**config.mk**
```make
export PLATFORM = sky130hd
export DESIGN_NAME = cfcf_div_cell
export DESIGN_NICKNAME = d
export VERILOG_FILES = /design/src/rtl/coulomb_friction_contact_force_unit_defines.svh /design/src/rtl/cfcf_pkg.sv /design/src/rtl/cfcf_div_cell.sv
export SDC_FILE = /design/constraint.sdc
export NUM_CORES = 1
export LEC_CHECK = 0
export BUFFER_PORTS_ARGS = -buffer_cell sky130_fd_sc_hd__buf_2
export CAP_MARGIN = 20
export CORE_AREA = 2 2 271 273
export CTS_BUF_LIST = sky130_fd_sc_hd__clkbuf_2 sky130_fd_sc_hd__clkbuf_4 sky130_fd_sc_hd__clkbuf_8
export CTS_CLUSTER_SIZE = 10
export DETAILED_ROUTE_END_ITERATION = 8
export DIE_AREA = 0 0 273 275
export GPL_TIMING_DRIVEN = 0
export RECOVER_POWER = 25
export SLEW_MARGIN = 20
export SYNTH_ARGS = -nofsm -noshare
export SYNTH_HDL_FRONTEND = slang
export SYNTH_SLANG_ARGS = --single-unit
```
**constraint.sdc**
```tcl
create_clock -name clk -period 23.4 [get_ports clk]
set_input_delay 5.85 -clock clk [delete_from_list [all_inputs] [get_ports clk]]
set_output_delay 5.85 -clock clk [all_outputs]
set_load 0.05 [all_outputs]
```
**src/rtl/coulomb_friction_contact_force_unit_defines.svh**
```systemverilog
// Assertion macros shared by the RTL of the contact force unit.
// Each macro checks a property on the rising edge of clk, held off while arst_n is low.
`ifndef COULOMB_FRICTION_CONTACT_FORCE_UNIT_DEFINES_SVH
`define COULOMB_FRICTION_CONTACT_FORCE_UNIT_DEFINES_SVH
`ifndef SYNTHESIS
`define CFCF_ASSERT_SAME(lbl, ante, cons) \
	lbl: assert property (@(posedge clk) disable iff (!arst_n) (ante) |-> (cons)) \
		else $error("contact force unit: same-cycle check failed");
`define CFCF_ASSERT_NEXT(lbl, ante, cons) \
	lbl: assert property (@(posedge clk) disable iff (!arst_n) (ante) |=> (cons)) \
		else $error("contact force unit: next-cycle check failed");
`else
`define CFCF_ASSERT_SAME(lbl, ante, cons)
`define CFCF_ASSERT_NEXT(lbl, ante, cons)
`endif
`endif

```
**src/rtl/cfcf_pkg.sv**
```systemverilog
package cfcf_pkg;

	localparam int FRAC_BITS_DEF = 16;
	localparam int ROOT_STEPS = 32;

	localparam logic REG_NO_BREAK = 1'b0;
	localparam logic REG_NO_SLIP  = 1'b1;

	// Per-contact data that rides alongside the root and quotient chains.
	typedef struct packed {
		logic               broken;
		logic               slip;
		logic signed [31:0] fn;
		logic signed [31:0] f1;
		logic signed [31:0] f2;
		logic signed [32:0] rel_t1;
		logic signed [32:0] rel_t2;
		logic signed [31:0] pl1;
		logic signed [31:0] pl2;
		logic        [31:0] cap;
	} side_t;

endpackage

```
**src/rtl/cfcf_div_cell.sv**
```systemverilog
// One restoring-division step: yields one quotient bit per cell.
module cfcf_div_cell
	import cfcf_pkg::*;
#(
	parameter int QW    = 17,
	parameter bit FIRST = 1'b0
) (
	input  logic          clk,
	input  logic          arst_n,
	input  logic          next_take,
	output logic          take,
	input  logic          v_in,
	input  logic [32:0]   rem_in,
	input  logic [31:0]   den_in,
	input  logic [QW-1:0] q_in,
	input  side_t         side_in,
	output logic          v_out,
	output logic [32:0]   rem_out,
	output logic [31:0]   den_out,
	output logic [QW-1:0] q_out,
	output side_t         side_out
);

	logic          v_q;
	logic [32:0]   rem_q;
	logic [31:0]   den_q;
	logic [QW-1:0] q_q;
	side_t         side_q;
	logic [32:0]   t;
	logic          ge;

	assign t    = FIRST ? rem_in : {rem_in[31:0], 1'b0};
	assign ge   = t >= {1'b0, den_in};
	assign take = !v_q || next_take;

	always_ff @(posedge clk or negedge arst_n) begin
		if (!arst_n) begin
			v_q <= 1'b0;
		end else if (take) begin
			v_q <= v_in;
		end
	end

	always_ff @(posedge clk) begin
		if (take) begin
			rem_q  <= ge ? t - {1'b0, den_in} : t;
			den_q  <= den_in;
			q_q    <= {q_in[QW-2:0], ge};
			side_q <= side_in;
		end
	end

	assign v_out    = v_q;
	assign rem_out  = rem_q;
	assign den_out  = den_q;
	assign q_out    = q_q;
	assign side_out = side_q;

endmodule

```
==> impl_metrics.toml <==
[outcome]
status = "finished clean"

[grt]
grt_max_degree = 61
grt.busiest_layer = "met2"
grt_use_met1_pct = 15.25
use_met3_pct = 8.903
grt_pass1_wl_mm = 75.43
met2_usage_pct = 23.35
grt-ovfl-total = 0
grt_usage_pct = 14.63
grt_pass1_vias = 9747
antenna_found_initial = 48

[routing]
vias = 9784
drtAntennaViolNets = 0
first_iter_violations = 624
drc_errors = 0
routedWlPerCell_um = 23.45
dr.pass1.iters = 5
drt_wl_total_mm = 58.78
via_per_inst = 3.903

[clock_tree]
cts_buffer_depth = 3
cts_sinks = 343
cts.clk_slew.worst_paths_ns = 0.05
clock-root-buffer = "clkbuf_8"
cts_buffers = 67
cts_setup_buffers = 0
insertion_delay_ns = 0.64
ctsHoldBuffers = 0
cts_tree = "yes"
cts_resized = 0
htree_levels = 3

[pwr]
power_density_mw_per_mm2 = 92.61
p_total_mw = 1.756
p_leak_nw = 8.087
max-vdd-ir-drop_mv = 0.05256

[critical_path]
crit_family = "buffers and inverters"
critPathSlowestCell = "nand2b_4"
cp-end-kind = "primary output"
cp_num_buf_inv = 4
crit_arrival_ns = 7.36
crit_path_max_incr_delay_ns = 0.51
start_kind = "primary input"
path_max_fanout = 42
cp_cell_sequence = "buf_2 -> nand2b_4 -> buf_12 -> buf_12 -> buf_2"
criticalPathCategory = "primary input to primary output"
critPathRequiredTime_ns = 17.55

[sta]
rsz0062_at_grt = "no"
setup_tns_ns = 0
max_clock_freq_mhz = 75.70
skew_ns = 0.02096
setup_viol = 0
hold_viol_final = 0
slew_headroom_pct = 48.92
fin_crit_sh_pct = 56.46
tightest_slew_ns = 0.7597
slew_violations = 0
min_period_ns = 13.21

[layout]
drive_above_1_share_pct = 54.10
nets = 1865
multi_input_area_mm2 = 0.002201
area_growth_pct = 48.49
fill_cells = 7615
final_util_pct = 26.22
seq_area_mm2 = 0.01029

[run]
drv_cap = 0

[logic_synthesis]
synth-seq-area-share_pct = 80.60
synth-seq-cells = 343
synthCells = 723
synth_warnings = 0
synthesis.nets = 1102
synth_edf_count = 342
avgSynthCellArea_um2 = 17.67
synth_ff_type = "edfxtp_1"
postSynth.asyncResetShare_pct = 0.2915
synth_cell_types = 58
syn_area_mm2 = 0.01277

[floorplan]
fp.coreArea_mm2 = 0.07234
fp.dieH_um = 275
die_area_mm2 = 0.07508
die_w_um = 273
row_count = 99
io_pins = 690
start_util_pct = 17.66

[worst_hold_path]
hp-class = "register to register"

[placed_design]
hpwl_mm = 47.72
io_buffers = 687
gp_congestion = 0.7735
==> metal layers <==
| layer | part of all wire (%) | wire, µm | vias to the layer above |
|---|---|---|---|
| met4 | 4.1 | 2427 | 28 |
| li1 | - | - | 4341 |
| met1 | 35 | 20650 | 4754 |
| met5 | 0.26 | 153 | - |
| met3 | 14 | 8112 | 132 |
| met2 | 47 | 27440 | 529 |
==> cells in the final DEF, fill, tap and decap left out, types with 4 or more instances in the layout <==
cell type and count:
clkbuf_1 12, clkbuf_4 17, clkinv_2 8, o21ai_2 11, nor2b_1 7, nor3_1 8, xnor2_1 13, a211oi_1 4
buf_2 686, ha_1 32, bufinv_16 4, o21a_1 5, a31oi_1 7, nor2_1 18, clkbuf_8 67, a21o_1 8
and3_1 5, a21oi_1 24, nand2_1 52, nand4_1 11, buf_6 6, inv_1 39, nand3_1 9, diode_2 12
clkinv_1 14, o21ai_0 34, xor2_1 13, edfxtp_1 342, o31ai_1 5, o21bai_1 7, buf_12 5
==> cell families after synthesis <==
logic type	Yosys count	share of synthesized area, %
adders and majority gates	33	3.291
DFF	343	80.60
buffers and inverters	59	2.233
AOI/OAI and AO/OA	136	7.405
and+or+nand+nor	126	4.692
xor gates and xnor gates	26	1.783
==> path summary, 6_finish.rpt <==
kind	startpoint	to	slack, ns	cells after the start
hold reg to reg	v_out	side_out[89]	1.07	1
max in group asynchronous	arst_n	v_out	18.32	1
setup / recovery	next_take	take	10.19	5
hold / removal	v_out	side_out[89]	1.07	1
min in group asynchronous	arst_n	v_out	4.99	1
setup reg to reg	v_out	side_out[236]	21.23	4
==> state kept, by name (all words and copies together), names as in the netlist <==
| signal | cells |
|---|---|
| den_out | 32 |
| side_out | 260 |
| rem_out | 33 |
| q_out | 17 |
| v_out | 1 |
==> Yosys cell counts (5+ instances only) <==
master    instances  area share [%]
a21o_1            8            0.47
a21oi_1          24            0.94
a31oi_1           7            0.34
and3_1            5            0.24
buf_2             5            0.20
buf_6             6            0.53
clkbuf_1          6            0.18
edfxtp_1        342              80
ha_1             32             3.1
inv_1            39             1.1
nand2_1          52             1.5
nand3_1           9            0.35
nand4_1          11            0.54
nor2_1           18            0.53
nor2b_1           7            0.34
nor3_1            8            0.31
o21a_1            5            0.29
o21ai_0          34             1.3
o21ai_2          11            0.75
o21bai_1          7            0.41
o31ai_1           5            0.29
xnor2_1          13            0.89
xor2_1           13            0.89
==> where the power goes <==
part | switching (mW) | leakage, nW | internal [mW]
sequential | 0.0134 | 3.46 | 0.738
combinational | 0.290 | 3.92 | 0.0870
clock | 0.283 | 0.709 | 0.345
==> through the flow <==
stage / area, µm² / cells / hold WS [ns] / setup slack [ns]
3_3_place_gp: 17410 / 2369 / 5.629 / -1.663
3_5_place_dp: 17570 / 2376 / 1.115 / 10.09
4_1_cts: 18940 / 2495 / 1.120 / 10.11
5_1_grt: 18950 / 2499 / 1.160 / 10.04
6_report: 18970 / 2507 / 1.071 / 10.19
2_1_floorplan: 12770 / 723 / 5.554 / 3.168
==> area by class of cell <==
class	count	share of cell area, %
tap	959	6.326
sequential	343	54.28
antenna	12	0.1583
clock buffer	84	5.535
multi-input combinational	321	11.60
clock inverter	35	1.689
timing repair buffer	694	18.91
buffer	19	0.7125
inverter	40	0.7916
No activity file was read; power rests on OpenSTA's default activity.
