==> config.mk <==
export PLATFORM = sky130hd
export DESIGN_NAME = cfcf_sqrt_cell
export DESIGN_NICKNAME = d
export VERILOG_FILES = /design/src/rtl/coulomb_friction_contact_force_unit_defines.svh /design/src/rtl/cfcf_pkg.sv /design/src/rtl/cfcf_sqrt_cell.sv
export SDC_FILE = /design/constraint.sdc
export NUM_CORES = 1
export LEC_CHECK = 0
export BUFFER_PORTS_ARGS = -buffer_cell sky130_fd_sc_hd__buf_4
export CAP_MARGIN = 20
export CORE_AREA = 4 4 305 307
export CTS_BUF_LIST = sky130_fd_sc_hd__clkbuf_2 sky130_fd_sc_hd__clkbuf_4 sky130_fd_sc_hd__clkbuf_8
export DETAILED_ROUTE_END_ITERATION = 12
export DIE_AREA = 0 0 309 311
export PLACE_DENSITY_LB_ADDON = 0.1
export SLEW_MARGIN = 20
export SYNTH_ARGS = -nofsm -noshare
export SYNTH_HDL_FRONTEND = slang
export SYNTH_SLANG_ARGS = --single-unit
==> constraint.sdc <==
create_clock -name clk -period 30.9 [get_ports clk]
set_input_delay 6.18 -clock clk [delete_from_list [all_inputs] [get_ports clk]]
set_output_delay 6.18 -clock clk [all_outputs]
set_load 0.02 [all_outputs]
==> src/rtl/coulomb_friction_contact_force_unit_defines.svh <==
// Assertion macros shared by the RTL of the contact force unit.
// Each macro checks a property on the rising edge of clk, held off while arst_n is low.
`ifndef COULOMB_FRICTION_CONTACT_FORCE_UNIT_DEFINES_SVH
`define COULOMB_FRICTION_CONTACT_FORCE_UNIT_DEFINES_SVH
`ifndef SYNTHESIS
`define CFCF_ASSERT_SAME(lbl, ante, cons) \
	lbl: assert property (@(posedge clk) disable iff (!arst_n) (ante) |-> (cons)) \
		else $error("contact force unit: same-cycle check failed");
`define CFCF_ASSERT_NEXT(lbl, ante, cons) \
	lbl: assert property (@(posedge clk) disable iff (!arst_n) (ante) |=> (cons)) \
		else $error("contact force unit: next-cycle check failed");
`else
`define CFCF_ASSERT_SAME(lbl, ante, cons)
`define CFCF_ASSERT_NEXT(lbl, ante, cons)
`endif
`endif

==> src/rtl/cfcf_pkg.sv <==
package cfcf_pkg;

	localparam int FRAC_BITS_DEF = 16;
	localparam int ROOT_STEPS = 32;

	localparam logic REG_NO_BREAK = 1'b0;
	localparam logic REG_NO_SLIP  = 1'b1;

	// Per-contact data that rides alongside the root and quotient chains.
	typedef struct packed {
		logic               broken;
		logic               slip;
		logic signed [31:0] fn;
		logic signed [31:0] f1;
		logic signed [31:0] f2;
		logic signed [32:0] rel_t1;
		logic signed [32:0] rel_t2;
		logic signed [31:0] pl1;
		logic signed [31:0] pl2;
		logic        [31:0] cap;
	} side_t;

endpackage

==> src/rtl/cfcf_sqrt_cell.sv <==
// One digit of the integer square root: settles one result bit per cell.
module cfcf_sqrt_cell
	import cfcf_pkg::*;
#(
	parameter int STEP = 0
) (
	input  logic        clk,
	input  logic        arst_n,
	input  logic        next_take,
	output logic        take,
	input  logic        v_in,
	input  logic [63:0] rem_in,
	input  logic [63:0] res_in,
	input  side_t       side_in,
	output logic        v_out,
	output logic [63:0] rem_out,
	output logic [63:0] res_out,
	output side_t       side_out
);

	logic        v_q;
	logic [63:0] rem_q;
	logic [63:0] res_q;
	side_t       side_q;
	logic [63:0] bitv;
	logic [63:0] trial;
	logic        ge;

	assign bitv  = 64'd1 << (2 * STEP);
	assign trial = res_in + bitv;
	assign ge    = rem_in >= trial;
	assign take  = !v_q || next_take;

	always_ff @(posedge clk or negedge arst_n) begin
		if (!arst_n) begin
			v_q <= 1'b0;
		end else if (take) begin
			v_q <= v_in;
		end
	end

	always_ff @(posedge clk) begin
		if (take) begin
			rem_q  <= ge ? rem_in - trial : rem_in;
			res_q  <= ge ? (res_in >> 1) + bitv : res_in >> 1;
			side_q <= side_in;
		end
	end

	assign v_out    = v_q;
	assign rem_out  = rem_q;
	assign res_out  = res_q;
	assign side_out = side_q;

endmodule

==> flow_metrics.py, run 1 <==
metrics = {
    "floorplan": {
        "die_y_um": 311,
        "core_area_um2": 90010,
        "rows": 110,
        "die_x_um": 309,
        "start_util": 0.2085,
        "die-area_um2": 96100,
        "ioPinCount": 782,
    },
    "power_and_ir_drop": {
        "power_switching_w": 0.0004743,
        "ir_worst_vdd_mv": 0.02423,
        "p_int_w": 0.001066,
        "p_seq_frac": 0.424,
        "clockPowerShare": 0.355,
        "combPwrFrac": 0.221,
        "p_per_area_nw_per_um2": 56.01,
        "sw_frac_of_total": 0.3079,
        "p_leak_nw": 11.20,
        "power_w": 0.001540,
    },
    "cells_and_area": {
        "layout-drive-gt1-share": 0.3900,
        "layout.nets": 2789,
        "syn_to_final_growth_pct": 46.50,
        "nFillCells": 9432,
    },
    "detailed_routing": {
        "first_pass_iters": 5,
        "num_vias": 15810,
        "drc_errors": 0,
        "routed-wl-met2_mm": 49.02,
        "drtIter0Drc": 1119,
        "dr.max_layer_used": "met5",
        "wl_mm": 98.14,
        "met3_length_mm": 11.09,
        "wl_per_cell_um": 27.38,
        "routedLengthMet1_mm": 35.27,
        "viasPerCell": 4.410,
        "ant_nets": 0,
    },
    "sta": {
        "finalClockSkew_ns": 0.03026,
        "drv_slew": 0,
        "hold_violations": 0,
        "timing.final.crit_period_ns": 13.33,
        "setup_tns_ns": 0,
        "rsz0062_at_grt": "false",
        "relSlewSlack": 0.3342,
        "tightest_slew_ns": 0.9987,
        "setup_viol_count_final": 0,
        "finalCritPeriodShare": 0.4315,
        "max_freq_mhz": 75.01,
    },
    "yosys": {
        "yosysMostFrequentCell": "edfxtp_1",
        "synthFlopType": "edfxtp_1",
        "avgSynthCellArea_um2": 12.33,
        "synth_commonest_cells": "edfxtp_1, nand2_1, o21ai_0, xor2_1, a21oi_1",
        "ys_warn_count": 0,
        "synth_area_um2": 18770,
        "synth_seq_cells": 389,
        "synth_edf_count": 388,
        "synth_top_area_share": 0.6207,
        "yosysSeqAreaShare": 0.6220,
        "syn_inst": 1522,
        "synth_nets": 1981,
        "synth_area_leaders": "edfxtp_1, ha_1, xor2_1, xnor2_1, nand2_1",
        "yosysUniqueCellTypes": 72,
        "synth_top_cell_by_area": "edfxtp_1",
        "async_flop_share": 0.002571,
    },
    "cts": {
        "clk_pin_slew_worst_paths_ns": 0.05,
        "htreeDepth": 3,
        "hold_buffers": 0,
        "cts-resized-gates": 0,
        "cts_setup_buffers": 0,
        "cts_inserted_buffers": 79,
        "clk_latency_ns": 0.71,
        "clock_path_buffers": 3,
        "root_buffer": "clkbuf_8",
        "cts_tree": "yes",
        "cts.sinks": 389,
    },
    "setup_path": {
        "reg2regPathDepth": 4,
        "critPathLaunchType": "input pin",
        "critical_path_buf_inv_count": 2,
        "timing.rr.start": "v_out",
        "ff2ff_setup_slack_ns": 26.87,
        "crit_family": "simple AND/OR/NAND/NOR gates",
        "critPathKind": "in2out",
        "cp_common_cell": "buf_4",
        "cp.required_ns": 24.72,
        "worstReg2RegEnd": "side_out[178]",
        "path_cells": "buf_4 -> nand2b_4 -> buf_4",
        "slowest_stage": "nand2b_4",
        "slowest_delay_ns": 0.55,
        "critPathArrivalTime_ns": 7.15,
        "critPathCaptureType": "output pin",
        "cp_max_fo": 37,
    },
    "min_path": {
        "min_to": "rem_out[4]",
        "hp-start": "v_out",
        "holdPathStages": 1,
        "hold_path_class": "reg2reg",
    },
    "placement": {
        "place_hpwl_mm": 81.02,
        "port-buffer-count": 781,
        "gp_congestion": 0.9062,
    },
    "global_routing": {
        "antenna_found_initial": 36,
        "grt_pass1_vias": 16240,
        "grt_pass1_wl_mm": 131.1,
        "grt_usage": 0.1954,
        "grt_overflow": 0,
        "grt_max_degree": 82,
    },
    "run": {
        "maxCapViolCount": 0,
    },
    "status": {
        "status": "complete, no violations",
    },
}
metrics by stage:
| stage | cells | utilization | instance area (µm²) | setup WS (ns) | hold slack (ns) |
|---|---|---|---|---|---|
| CTS | 3571 | 0.3052 | 27470 | 17.54 | 1.124 |
| finish | 3584 | 0.3055 | 27500 | 17.57 | 1.097 |
| floorplan | 1522 | - | 18770 | 9.126 | 5.884 |
| detailed placement | 3425 | 0.2876 | 25890 | 17.55 | 1.111 |
| global route | 3572 | 0.3052 | 27470 | 17.52 | 1.151 |
| global placement | 3425 | 0.2876 | 25890 | 17.55 | 1.094 |
routing by layer:
layer / vias to the layer above / GRT usage
met5: - / 0
met4: 32 / 0.05969
met3: 123 / 0.09304
met2: 653 / 0.3451
met1: 7679 / 0.2050
li1: 7320 / -
logic make-up (layout without fill, tap and decap cells):
group,count (synthesis),after routing,synth area share
other cells,0,13,0
compound gates,293,293,0.09632
simple gates,497,497,0.1275
fa+ha+maj,67,67,0.04506
xor+xnor,183,183,0.08538
buf+inv,87,960,0.02020
flops,389,389,0.6220
mux,6,6,0.003532
sequential cells by signal (all words and copies together) (netlist names):
register  count
side_out    260
rem_out      64
res_out      64
v_out         1
power by group through the flow:
stage               logic, W  clock network (W)  registers (W)
floorplan           0.000107                  0       0.000734
global placement    0.000345                  0       0.000664
detailed placement  0.000345                  0       0.000664
CTS                 0.000347           0.000572       0.000654
global route        0.000364           0.000595       0.000657
finish              0.000340           0.000547       0.000654
final cells by class:
class | count | area (µm²) | area share
antenna | 13 | 32.53 | 0.001183
clock inverter | 46 | 321.6 | 0.01169
sequential | 389 | 11680 | 0.4246
inverter | 25 | 93.84 | 0.003412
multi-input combinational | 1046 | 6724 | 0.2445
tap | 1176 | 1471 | 0.05351
timing repair buffer | 789 | 5923 | 0.2154
clock buffer | 100 | 1257 | 0.04573
placed cells by master, fill, tap and decap left out, types with 25 or more instances in the layout:
cell      count
a21o_1       34
a21oi_1      90
and3_1       27
buf_4       789
clkbuf_8     81
clkinv_1     26
edfxtp_1    388
ha_1         66
inv_1        25
nand2_1     190
nand3_1      54
nand4_1      48
nor2_1       82
nor3_1       28
o21ai_0      97
xnor2_1      89
xor2_1       94
worst max-delay path by stage:
stage,slack [ns],start,depth (start not counted),endpoint
after floorplan,9.13,next_take,1,take
after global placement,17.55,next_take,3,take
after detailed placement,17.55,next_take,3,take
after CTS,17.54,next_take,3,take
after global routing,17.52,next_take,3,take
final,17.57,next_take,3,take
worst reg2reg max path: stages, from the launching register on:
cell and delay [ns]:
dfrtp_1 0.41, nand2b_4 0.51, buf_4 0.81, buf_4 0.87, buf_4 1.01
Note: power is estimated with default switching activity, not from simulation.
==> inputs of run 2 (changes only) <==
--- a/config.mk
+++ b/config.mk
@@ -7,10 +7,10 @@
 export LEC_CHECK = 0
 export BUFFER_PORTS_ARGS = -buffer_cell sky130_fd_sc_hd__buf_4
 export CAP_MARGIN = 20
-export CORE_AREA = 4 4 305 307
+export CORE_AREA = 4 4 299 301
 export CTS_BUF_LIST = sky130_fd_sc_hd__clkbuf_2 sky130_fd_sc_hd__clkbuf_4 sky130_fd_sc_hd__clkbuf_8
 export DETAILED_ROUTE_END_ITERATION = 12
-export DIE_AREA = 0 0 309 311
+export DIE_AREA = 0 0 303 305
 export PLACE_DENSITY_LB_ADDON = 0.1
 export SLEW_MARGIN = 20
 export SYNTH_ARGS = -nofsm -noshare
==> constraint.sdc (replaced) <==
create_clock -name clk -period 12.9 [get_ports clk]
set_input_delay 2.58 -clock clk [delete_from_list [all_inputs] [get_ports clk]]
set_output_delay 2.58 -clock clk [all_outputs]
set_load 0.02 [all_outputs]
==> run 2 against run 1 <==
Net effect: largest power group unchanged; non-clock buffer count unchanged; largest cell class unchanged; power grew 140%; worst hold slack got worse by 0.15 ns.
==> flow_metrics.py, run 2 (synthesized netlist as in run 1, its figures left out) <==
metrics = {
    "setup_path": {
        "worstReg2RegEnd": "side_out[146]",
        "cp.required_ns": 13.34,
        "critPathCapture": "res_out[55]",
        "critPathArrivalTime_ns": 8.14,
        "reg2regPathDepth": 4,
        "ff2ff_setup_slack_ns": 8.89,
        "cp_max_fo": 25,
        "setup.worst_path.start": "res_in[0]",
        "critPathCaptureType": "register",
        "timing.rr.start": "v_out",
        "critPathKind": "in2reg",
        "critPathLaunchType": "input pin",
    },
    "global_routing": {
        "grt_usage": 0.2089,
        "antenna_found_initial": 37,
        "grt_pass1_vias": 16410,
        "grt_max_degree": 83,
        "grt_overflow": 0,
        "grt_pass1_wl_mm": 134.1,
    },
    "detailed_routing": {
        "viasPerCell": 4.495,
        "num_vias": 16000,
        "drtIter0Drc": 1305,
        "wl_per_cell_um": 28.29,
        "first_pass_iters": 5,
        "ant_nets": 0,
        "wl_mm": 100.7,
        "drc_errors": 0,
    },
    "cells_and_area": {
        "final_common_cell": "buf_4",
        "final_cell_area_um2": 27440,
        "regArea_um2": 11680,
        "layout-drive-gt1-share": 0.3921,
        "layout.nets": 2788,
        "syn_to_final_growth_pct": 46.20,
        "nFillCells": 8939,
        "final_cell_mix": "buf_4, edfxtp_1, nand2_1",
        "multi_input_area_um2": 6724,
        "largest_register_ffs": 260,
    },
    "sta": {
        "tightest_slew_ns": 1.013,
        "drv_slew": 0,
        "setup_slack_ns": 5.197,
        "rsz0062_at_grt": "false",
        "setup_viol_count_final": 0,
        "timing.final.crit_period_ns": 7.703,
        "finalClockSkew_ns": 0.03579,
        "max_freq_mhz": 129.8,
        "setup_tns_ns": 0,
        "finalCritPeriodShare": 0.5971,
        "hold_violations": 0,
        "whs_ns": 0.9515,
        "relSlewSlack": 0.3244,
    },
    "placement": {
        "gp_congestion": 0.8805,
        "dpl-instance-area_um2": 25860,
        "port-buffer-count": 781,
        "place_hpwl_mm": 83.52,
        "preCtsSetupSlack_ns": 4.348,
    },
    "cts": {
        "cts_tree": "yes",
        "cts_setup_buffers": 0,
        "cts-resized-gates": 0,
        "cts.sinks": 389,
        "cts_inserted_buffers": 78,
        "root_buffer": "clkbuf_8",
        "clock_path_buffers": 3,
        "hold_buffers": 0,
        "htreeDepth": 3,
        "clk_pin_slew_worst_paths_ns": 0.05,
        "clk_latency_ns": 0.71,
    },
    "floorplan": {
        "rows": 108,
        "die-area_um2": 92420,
        "start_util": 0.2167,
        "die_x_um": 303,
        "die_y_um": 305,
        "core_area_um2": 86620,
        "ioPinCount": 782,
    },
    "status": {
        "status": "complete, no violations",
    },
    "power_and_ir_drop": {
        "power_w": 0.003694,
        "p_per_area_nw_per_um2": 134.6,
        "p_leak_nw": 11.20,
        "ir_worst_vdd_mv": 0.06099,
    },
    "run": {
        "maxCapViolCount": 0,
    },
    "min_path": {
        "hp-start": "v_out",
        "hold_path_class": "reg2reg",
    },
}
-- run 2: cell types whose count changed in the layout (fill, tap and decap cells not counted), moves of 3 or more --
cell	delta
clkbuf_4	+4
clkinv_2	+3
clkinv_1	-8
clkbuf_8	-3
-- run 2: per-layer routing --
layer	part of all wire	global-route usage	wire (µm)	up-vias
li1	-	-	-	7318
met1	0.37	0.2333	36940	7811
met2	0.50	0.3658	50250	694
met3	0.10	0.07766	10290	143
met4	0.030	0.06878	3018	32
met5	0.0020	0	205	-
-- run 2: cell type report --
class,count,area share
Antenna cell,14,0.001277
Clock buffer,101,0.04541
Clock inverter,40,0.01094
Inverter,25,0.003419
Multi-Input combinational cell,1046,0.2450
Sequential cell,389,0.4255
Tap cell,1155,0.05266
Timing Repair Buffer,789,0.2158
-- run 2: worst min path at each step --
| stage | end | slack (ns) | cells after the start |
|---|---|---|---|
| floorplan | v_out | 2.28 | 0 |
| global placement | v_out | 1.01 | 2 |
| detailed placement | v_out | 1.00 | 2 |
| CTS | v_out | 1.02 | 2 |
| global route | v_out | 1.04 | 2 |
| finish | v_out | 0.95 | 2 |
-- run 2: metrics by stage --
| step | utilization | std cells |
|---|---|---|
| floorplan | - | 1522 |
| global placement | 0.2986 | 3404 |
| detailed placement | 0.2986 | 3404 |
| CTS | 0.3164 | 3545 |
| global route | 0.3165 | 3548 |
| finish | 0.3168 | 3559 |
-- run 2: worst max-delay path: stages --
cell,delay [ns]
buf_4,0.30
ha_1,0.42
and3_1,0.32
nand4_1,0.46
or2_2,0.55
nor2_1,0.28
nand2_1,0.14
xor2_1,0.19
ha_1,0.44
nand4_1,0.21
nor2_1,0.22
nand2_1,0.12
o31ai_4,0.26
a31o_2,0.72
nand4_1,0.47
nor3_1,0.33
xor2_1,0.10
-- run 2: report_power, final --
group,switching [W],internal (W),total (W)
combinational,0.000500,0.000316,0.000817
clock,0.000608,0.000700,0.00131
sequential,0.0000412,0.00153,0.00157
total,0.00115,0.00255,0.00369
